$ cat src/hw/rtl/sitda_pkg.sv
// Package for the signed integer to decimal ASCII converter.
// Holds character codes and the controller/datapath command and status structs.
// No dependencies.
`default_nettype none

package sitda_pkg;

    localparam int CHAR_W = 6;
    localparam int BCD_W  = 4;

    localparam logic [CHAR_W-1:0] CHAR_MINUS = 6'd45;
    localparam logic [CHAR_W-1:0] CHAR_ZERO  = 6'd48;

    // double dabble: digits at or above this get +3 before the shift
    localparam logic [BCD_W-1:0] BCD_ADJ_MIN = 4'd5;
    localparam logic [BCD_W-1:0] BCD_ADJ_ADD = 4'd3;

    typedef struct packed {
        logic load;
        logic shift;
        logic scan;
        logic emit_sign;
        logic emit_digit;
    } cmd_t;

    typedef struct packed {
        logic negative;
        logic idx_zero;
        logic out_free;
    } status_t;

endpackage

`default_nettype wire

$ cat src/hw/rtl/sitda_num_if.sv
// Input channel interface: one signed integer per transaction.
// Depends on nothing.
`default_nettype none

interface sitda_num_if #(
    parameter int DATA_WIDTH = 32
);
    logic                         valid;
    logic                         ready;
    logic signed [DATA_WIDTH-1:0] value;

    modport source (output valid, output value, input ready);
    modport sink   (input valid, input value, output ready);
endinterface

`default_nettype wire

$ cat src/hw/rtl/sitda_text_if.sv
// Output channel interface: one ASCII character per transaction.
// Depends on sitda_pkg.
`default_nettype none

interface sitda_text_if;
    logic                          valid;
    logic                          ready;
    logic [sitda_pkg::CHAR_W-1:0]  character;
    logic                          last;

    modport source (output valid, output character, output last, input ready);
    modport sink   (input valid, input character, input last, output ready);
endinterface

`default_nettype wire

$ cat src/hw/rtl/signed_int_to_decimal_ascii.sv
// Signed integer to decimal ASCII converter. Each transaction on num carries one
// two's complement integer of DATA_WIDTH bits; text returns its decimal digits,
// most significant first, one character per transaction, preceded by '-' for a
// negative value, with no leading zeros and last set on the final character.
// The most negative value converts exactly. One number is processed at a time:
// the input is taken, shift-and-add-3 steps, one per input bit, build the BCD
// digits, a scan finds the leading digit, then characters leave one per cycle
// while text is ready. The next number is accepted as soon as its predecessor's
// final character is in the output register.
// Depends on sitda_pkg, sitda_num_if, sitda_text_if, sitda_ctrl, sitda_dp.
`default_nettype none

module signed_int_to_decimal_ascii #(
    parameter int DATA_WIDTH = 32
) (
    input wire logic     clk,
    input wire logic     rst_n,
    sitda_num_if.sink    num,
    sitda_text_if.source text
);
    sitda_pkg::cmd_t    cmd;
    sitda_pkg::status_t status;

    sitda_ctrl #(
        .DATA_WIDTH (DATA_WIDTH)
    ) u_ctrl (
        .clk      (clk),
        .rst_n    (rst_n),
        .in_valid (num.valid),
        .in_ready (num.ready),
        .status   (status),
        .cmd      (cmd)
    );

    sitda_dp #(
        .DATA_WIDTH (DATA_WIDTH)
    ) u_dp (
        .clk           (clk),
        .rst_n         (rst_n),
        .value         (num.value),
        .cmd           (cmd),
        .status        (status),
        .out_valid     (text.valid),
        .out_ready     (text.ready),
        .out_character (text.character),
        .out_last      (text.last)
    );

endmodule

`default_nettype wire

$ cat src/hw/rtl/sitda_ctrl.sv
// Controller FSM: sequences load, double-dabble shifts, digit scan and emission.
// Depends on sitda_pkg.
`default_nettype none

module sitda_ctrl #(
    parameter int DATA_WIDTH = 32
) (
    input  wire logic              clk,
    input  wire logic              rst_n,
    input  wire logic              in_valid,
    output logic                   in_ready,
    input  wire sitda_pkg::status_t status,
    output sitda_pkg::cmd_t        cmd
);
    localparam int CNT_W = (DATA_WIDTH > 1) ? $clog2(DATA_WIDTH) : 1;

    typedef enum logic [2:0] {
        ST_IDLE,
        ST_CONV,
        ST_SCAN,
        ST_SIGN,
        ST_EMIT
    } state_t;

    state_t             state_reg, state_next;
    logic [CNT_W-1:0]   cnt_reg, cnt_next;

    always_comb
    begin
        state_next = state_reg;
        cnt_next   = cnt_reg;
        cmd        = '0;
        in_ready   = 1'b0;
        unique case (state_reg)
            ST_IDLE:
            begin
                in_ready = 1'b1;
                if (in_valid)
                begin
                    cmd.load   = 1'b1;
                    cnt_next   = CNT_W'(DATA_WIDTH - 1);
                    state_next = ST_CONV;
                end
            end
            ST_CONV:
            begin
                cmd.shift = 1'b1;
                if (cnt_reg == '0)
                    state_next = ST_SCAN;
                else
                    cnt_next = cnt_reg - 1'b1;
            end
            ST_SCAN:
            begin
                cmd.scan   = 1'b1;
                state_next = status.negative ? ST_SIGN : ST_EMIT;
            end
            ST_SIGN:
            begin
                if (status.out_free)
                begin
                    cmd.emit_sign = 1'b1;
                    state_next    = ST_EMIT;
                end
            end
            ST_EMIT:
            begin
                if (status.out_free)
                begin
                    cmd.emit_digit = 1'b1;
                    if (status.idx_zero)
                        state_next = ST_IDLE;
                end
            end
            default:
                state_next = ST_IDLE;
        endcase
    end

    always_ff @(posedge clk or negedge rst_n)
    begin
        if (!rst_n)
        begin
            state_reg <= ST_IDLE;
            cnt_reg   <= '0;
        end
        else
        begin
            state_reg <= state_next;
            cnt_reg   <= cnt_next;
        end
    end

endmodule

`default_nettype wire

$ cat src/hw/rtl/sitda_dp.sv
// Datapath: magnitude and BCD shift registers (double dabble), leading-digit
// scan, and the output character register. Depends on sitda_pkg.
`default_nettype none

module sitda_dp #(
    parameter int DATA_WIDTH = 32
) (
    input  wire logic                          clk,
    input  wire logic                          rst_n,
    input  wire logic signed [DATA_WIDTH-1:0]  value,
    input  wire sitda_pkg::cmd_t               cmd,
    output sitda_pkg::status_t                 status,
    output logic                               out_valid,
    input  wire logic                          out_ready,
    output logic [sitda_pkg::CHAR_W-1:0]       out_character,
    output logic                               out_last
);
    // enough digits for 2^(DATA_WIDTH-1)
    localparam int NDIG  = (DATA_WIDTH * 3) / 10 + 1;
    localparam int BCD_N = NDIG * sitda_pkg::BCD_W;
    localparam int IDX_W = (NDIG > 1) ? $clog2(NDIG) : 1;

    logic [DATA_WIDTH-1:0]          mag_reg, mag_next;
    logic [BCD_N-1:0]               bcd_reg, bcd_next;
    logic                           neg_reg;
    logic [IDX_W-1:0]               idx_reg;
    logic                           out_valid_reg;
    logic [sitda_pkg::CHAR_W-1:0]   char_reg;
    logic                           last_reg;

    logic [BCD_N-1:0]               bcd_adj;
    logic [IDX_W-1:0]               idx_scan;
    logic [sitda_pkg::BCD_W-1:0]    digit;
    logic                           out_free;

    always_comb
    begin
        for (int i = 0; i < NDIG; i++)
        begin
            if (bcd_reg[i*sitda_pkg::BCD_W +: sitda_pkg::BCD_W] >= sitda_pkg::BCD_ADJ_MIN)
                bcd_adj[i*sitda_pkg::BCD_W +: sitda_pkg::BCD_W] =
                    bcd_reg[i*sitda_pkg::BCD_W +: sitda_pkg::BCD_W] + sitda_pkg::BCD_ADJ_ADD;
            else
                bcd_adj[i*sitda_pkg::BCD_W +: sitda_pkg::BCD_W] =
                    bcd_reg[i*sitda_pkg::BCD_W +: sitda_pkg::BCD_W];
        end
    end

    always_comb
    begin
        idx_scan = '0;
        for (int i = 0; i < NDIG; i++)
        begin
            if (bcd_reg[i*sitda_pkg::BCD_W +: sitda_pkg::BCD_W] != '0)
                idx_scan = IDX_W'(i);
        end
    end

    always_comb
    begin
        mag_next = mag_reg;
        bcd_next = bcd_reg;
        if (cmd.load)
        begin
            mag_next = value[DATA_WIDTH-1] ? (~value + 1'b1) : value;
            bcd_next = '0;
        end
        else if (cmd.shift)
        begin
            mag_next = {mag_reg[DATA_WIDTH-2:0], 1'b0};
            bcd_next = {bcd_adj[BCD_N-2:0], mag_reg[DATA_WIDTH-1]};
        end
    end

    assign digit    = bcd_reg[idx_reg*sitda_pkg::BCD_W +: sitda_pkg::BCD_W];
    assign out_free = !out_valid_reg || out_ready;

    always_ff @(posedge clk)
    begin
        mag_reg <= mag_next;
        bcd_reg <= bcd_next;
        if (cmd.load)
            neg_reg <= value[DATA_WIDTH-1];
        if (cmd.scan)
            idx_reg <= idx_scan;
        else if (cmd.emit_digit)
            idx_reg <= idx_reg - 1'b1;
        if (cmd.emit_sign)
        begin
            char_reg <= sitda_pkg::CHAR_MINUS;
            last_reg <= 1'b0;
        end
        else if (cmd.emit_digit)
        begin
            char_reg <= sitda_pkg::CHAR_ZERO + sitda_pkg::CHAR_W'(digit);
            last_reg <= (idx_reg == '0);
        end
    end

    always_ff @(posedge clk or negedge rst_n)
    begin
        if (!rst_n)
            out_valid_reg <= 1'b0;
        else if (cmd.emit_sign || cmd.emit_digit)
            out_valid_reg <= 1'b1;
        else if (out_ready)
            out_valid_reg <= 1'b0;
    end

    assign status.negative = neg_reg;
    assign status.idx_zero = (idx_reg == '0);
    assign status.out_free = out_free;

    assign out_valid     = out_valid_reg;
    assign out_character = char_reg;
    assign out_last      = last_reg;

endmodule

`default_nettype wire
$ cat src/flat_wrapper.sv
// flat-port wrapper written by rule: the top's interface ports become plain ports
module signed_int_to_decimal_ascii_flat 
#(
    parameter int DATA_WIDTH = 32
)
  (clk, rst_n, num_valid, num_value, num_ready, text_valid, text_character, text_last, text_ready);
  sitda_num_if #(.DATA_WIDTH(DATA_WIDTH)) num_i ();
  sitda_text_if text_i ();
  input wire logic clk;
  input wire logic rst_n;
  input wire logic [$bits(num_i.valid)-1:0] num_valid;
  input wire logic [$bits(num_i.value)-1:0] num_value;
  output wire logic [$bits(num_i.ready)-1:0] num_ready;
  output wire logic [$bits(text_i.valid)-1:0] text_valid;
  output wire logic [$bits(text_i.character)-1:0] text_character;
  output wire logic [$bits(text_i.last)-1:0] text_last;
  input wire logic [$bits(text_i.ready)-1:0] text_ready;
  assign num_i.valid = num_valid;
  assign num_i.value = num_value;
  assign num_ready = num_i.ready;
  assign text_valid = text_i.valid;
  assign text_character = text_i.character;
  assign text_last = text_i.last;
  assign text_i.ready = text_ready;
  signed_int_to_decimal_ascii #(.DATA_WIDTH(DATA_WIDTH)) u_core (.clk(clk), .rst_n(rst_n), .num(num_i), .text(text_i));
endmodule
$ cat config.mk
export PLATFORM = sky130hd
export DESIGN_NAME = signed_int_to_decimal_ascii_flat
export DESIGN_NICKNAME = d
export VERILOG_FILES = /design/src/hw/rtl/sitda_pkg.sv /design/src/hw/rtl/sitda_num_if.sv /design/src/hw/rtl/sitda_text_if.sv /design/src/hw/rtl/signed_int_to_decimal_ascii.sv /design/src/hw/rtl/sitda_ctrl.sv /design/src/hw/rtl/sitda_dp.sv /design/src/flat_wrapper.sv
export SDC_FILE = /design/constraint.sdc
export NUM_CORES = 1
export LEC_CHECK = 0
export ABC_AREA = 1
export BUFFER_PORTS_ARGS = -buffer_cell sky130_fd_sc_hd__buf_4
export CAP_MARGIN = 20
export CORE_MARGIN = 2
export CORE_UTILIZATION = 45
export DETAILED_ROUTE_END_ITERATION = 16
export PLACE_DENSITY_LB_ADDON = 0.05
export RECOVER_POWER = 50
export SLEW_MARGIN = 15
export SYNTH_ARGS = -nofsm -noshare
export SYNTH_HDL_FRONTEND = slang
export SYNTH_HIERARCHICAL = 1
export SYNTH_SLANG_ARGS = --single-unit
$ cat constraint.sdc
create_clock -name clk -period 2 [get_ports clk]
set_input_delay 0.2 -clock clk [delete_from_list [all_inputs] [get_ports clk]]
set_output_delay 0.2 -clock clk [all_outputs]
set_load 0.005 [all_outputs]
==> impl_metrics.env <==
export IMPL_slew_viol_final=0
export IMPL_max_freq_mhz=532
export IMPL_viasPerCell=5.27
export IMPL_status="complete, no violations"
export IMPL_grt_pass1_vias=5248
export IMPL_initial_core_util=0.463
export IMPL_num_antenna_cells=0
export IMPL_ant_nets=0
export IMPL_path_delay_family="buffers and inverters"
export IMPL_grt_max_degree=45
export IMPL_fin_nets=917
export IMPL_crit_path_end_kind="flop"
export IMPL_yosys_register_bits=92
export IMPL_p_leak_uw=0.00286
export IMPL_insertion_delay_ns=0.35
export IMPL_synth_ff_type="dfxtp_1"
export IMPL_fin_crit_sh=0.940
export IMPL_async_reset_ff_frac=0.0978
export IMPL_wl_mm=14.8
export IMPL_grt_usage=0.219
export IMPL_holdWs_ns=0.115
export IMPL_grt_use_met3=0.0236
export IMPL_first_pass_iters=5
export IMPL_postSynthCellCount=819
export IMPL_min_from="num_valid"
export IMPL_avgSynthCellArea_um2=7.20
export IMPL_r2r_start="u_core/u_ctrl/state_reg[0]"
export IMPL_worstPathCellList="buf_4, nand2_1, nor2_4, clkbuf_2, nand2_1, o21ai_0, a31oi_1"
export IMPL_setup_viol=0
export IMPL_synthTopCellsByArea="edfxtp_1 (19%), dfxtp_1 (16%), nand2_1 (13%), o21ai_0 (6.5%), inv_1 (5.9%)"
export IMPL_clk_pin_slew_ns=0.07
export IMPL_cts_sinks=92
export IMPL_max_stage_delay_ns=0.51
export IMPL_syn_nets=878
export IMPL_synth_edff_count=37
export IMPL_grt_pass1_wl_mm=24.8
export IMPL_finClkSkew_ns=0.00914
export IMPL_gp_congestion=0.906
export IMPL_die_h_um=118
export IMPL_worst_pin_slew_ns=0.630
export IMPL_worstPathMaxFanout=28
export IMPL_htreeDepth=3
export IMPL_use_met1=0.279
export IMPL_grt_overflow=0
export IMPL_synth_warnings=6
export IMPL_cp_slowest_cell="clkbuf_2"
export IMPL_hold_depth=3
export IMPL_die_area_um2=14000
export IMPL_hold_path_end="u_core/u_ctrl/cnt_reg[4]"
export IMPL_start_kind="flop"
export IMPL_io_pins=45
export IMPL_numCtsBuffers=9
export IMPL_cts_buffer_depth=2
export IMPL_r2r_cells=7
export IMPL_min_path_type="input port to flop"
export IMPL_post_cts_setup_buffers=0
export IMPL_root_buffer="clkbuf_16"
export IMPL_maxCapViolations=0
export IMPL_r2r_slack_ns=0.12
export IMPL_dp_hpwl_mm=10.9
export IMPL_ys_types=38
export IMPL_r2r_end="u_core/u_dp/bcd_reg[33]"
export IMPL_die_w_um=118
export IMPL_relSlewSlack=0.580
export IMPL_drc=0
export IMPL_drt_initial_drc_count=362
export IMPL_row_count=41
export IMPL_finalCriticalPeriod_ns=1.88
export IMPL_grt_busiest_layer="met2"
export IMPL_netlist_top_cells_count="nand2_1 (205), inv_1 (92), o21ai_0 (77)"
export IMPL_largest_register_ffs=40
export IMPL_fin_tns_setup_ns=0
export IMPL_io_buffers=43
export IMPL_netlist_area_um2=5890
export IMPL_antenna_found_initial=0
export IMPL_ir_worst_vdd_mv=0.471
export IMPL_worstPathRequired_ns=2.23
export IMPL_placed_cell_area_um2=6430
export IMPL_cpMostUsedCell="nand2_1"
export IMPL_final_core_utilization=0.530
export IMPL_ys_seq_area_frac=0.383
export IMPL_critPathKind="flop to flop"
export IMPL_final_hold_viol_count=0
export IMPL_use_met2=0.371
export IMPL_design_area_um2=6740
export IMPL_grt_setup_unrepaired="false"
export IMPL_p_per_area_nw_per_um2=1130
export IMPL_core_area_um2=12700
export IMPL_vias=5453
export IMPL_cts_tree="yes"
export IMPL_layout_drive_gt1_share=0.114
export IMPL_yosysTopAreaCell="edfxtp_1"
export IMPL_area_delta_synth_final_pct=14.3
export IMPL_wl_per_cell_um=14.3
export IMPL_synth_most_common_cell="nand2_1"
export IMPL_crit_buf_inv=2
export IMPL_synth_top_area_share=0.189
export IMPL_cp_arrival_ns=2.11
worst reg2reg max path, delay by kind of cell, from the launching register on:
kind            cells  cell delay, ns
simple gates        3            0.39
buf+inv             2            0.68
flops               1            0.40
compound gates      2            0.30
final cells by class:
type / instances / area, um2
fill: 1284 / 5990
multi-input combinational: 599 / 3130
sequential: 92 / 2260
timing repair buffer: 58 / 444
inverter: 98 / 368
clock buffer: 11 / 264
tap: 172 / 215
clock inverter: 5 / 57.6
per-layer routing:
layer	part of all wire	vias up
li1	-	2808
met1	0.46	2479
met2	0.48	139
met3	0.036	27
met4	0.025	0
met5	0	-
kinds of logic after synthesis:
kind of cell | after synthesis | synth area share
compound gates | 165 | 0.158
xor+xnor | 24 | 0.0357
fa+ha+maj | 23 | 0.0488
buf+inv | 128 | 0.0868
flops | 92 | 0.383
other cells | 1 | 0.000636
simple gates | 386 | 0.287
how the worst max path moves through the flow:
stage	slack, ns	startpoint	to	cells past startpoint
floorplan	0.08	u_core/u_ctrl/state_reg[0]	u_core/u_dp/mag_reg[0]	10
global placement	0.19	num_value[0]	u_core/u_dp/mag_reg[28]	10
detailed placement	0.15	u_core/u_ctrl/state_reg[1]	u_core/u_dp/bcd_reg[38]	10
CTS	0.14	u_core/u_ctrl/state_reg[1]	u_core/u_dp/bcd_reg[38]	10
global route	0.01	u_core/u_ctrl/state_reg[0]	u_core/u_dp/bcd_reg[21]	7
finish	0.12	u_core/u_ctrl/state_reg[0]	u_core/u_dp/bcd_reg[33]	7
cell usage in the layout, fill, tap and decap left out, drive strengths merged, types with 4 or more instances in the layout:
cell and count:
o21ai 84, dfrtp 9, dfxtp 46, edfxtp 37, buf 46, o32ai 6, nand2 212, xor2 21
nor2 83, inv 97, clkbuf 22, nor3 4, nand4 12, a31oi 13, nand3 67, ha 23
a21oi 35, o211ai 10, o22ai 14
where the power goes:
group	internal (uW)	switching, uW
Clock	1080	741
Sequential	2720	240
Combinational	946	1910
through the flow:
step	setup WS (ns)	std cells	total power [uW]
after floorplan	0.0819	819	4890
after global placement	0.193	1018	5880
after detailed placement	0.147	1018	5930
after CTS	0.141	1035	7770
after global routing	0.0126	1035	8180
final	0.121	1035	7630
repair_timing:
item,4_1_cts,5_1_grt
endpoints found under the setup margin,0,3
endpoints found under the hold margin,9,0
resized for setup,0,2
hold buffers,1,0
(Power assumes the default switching activity.)
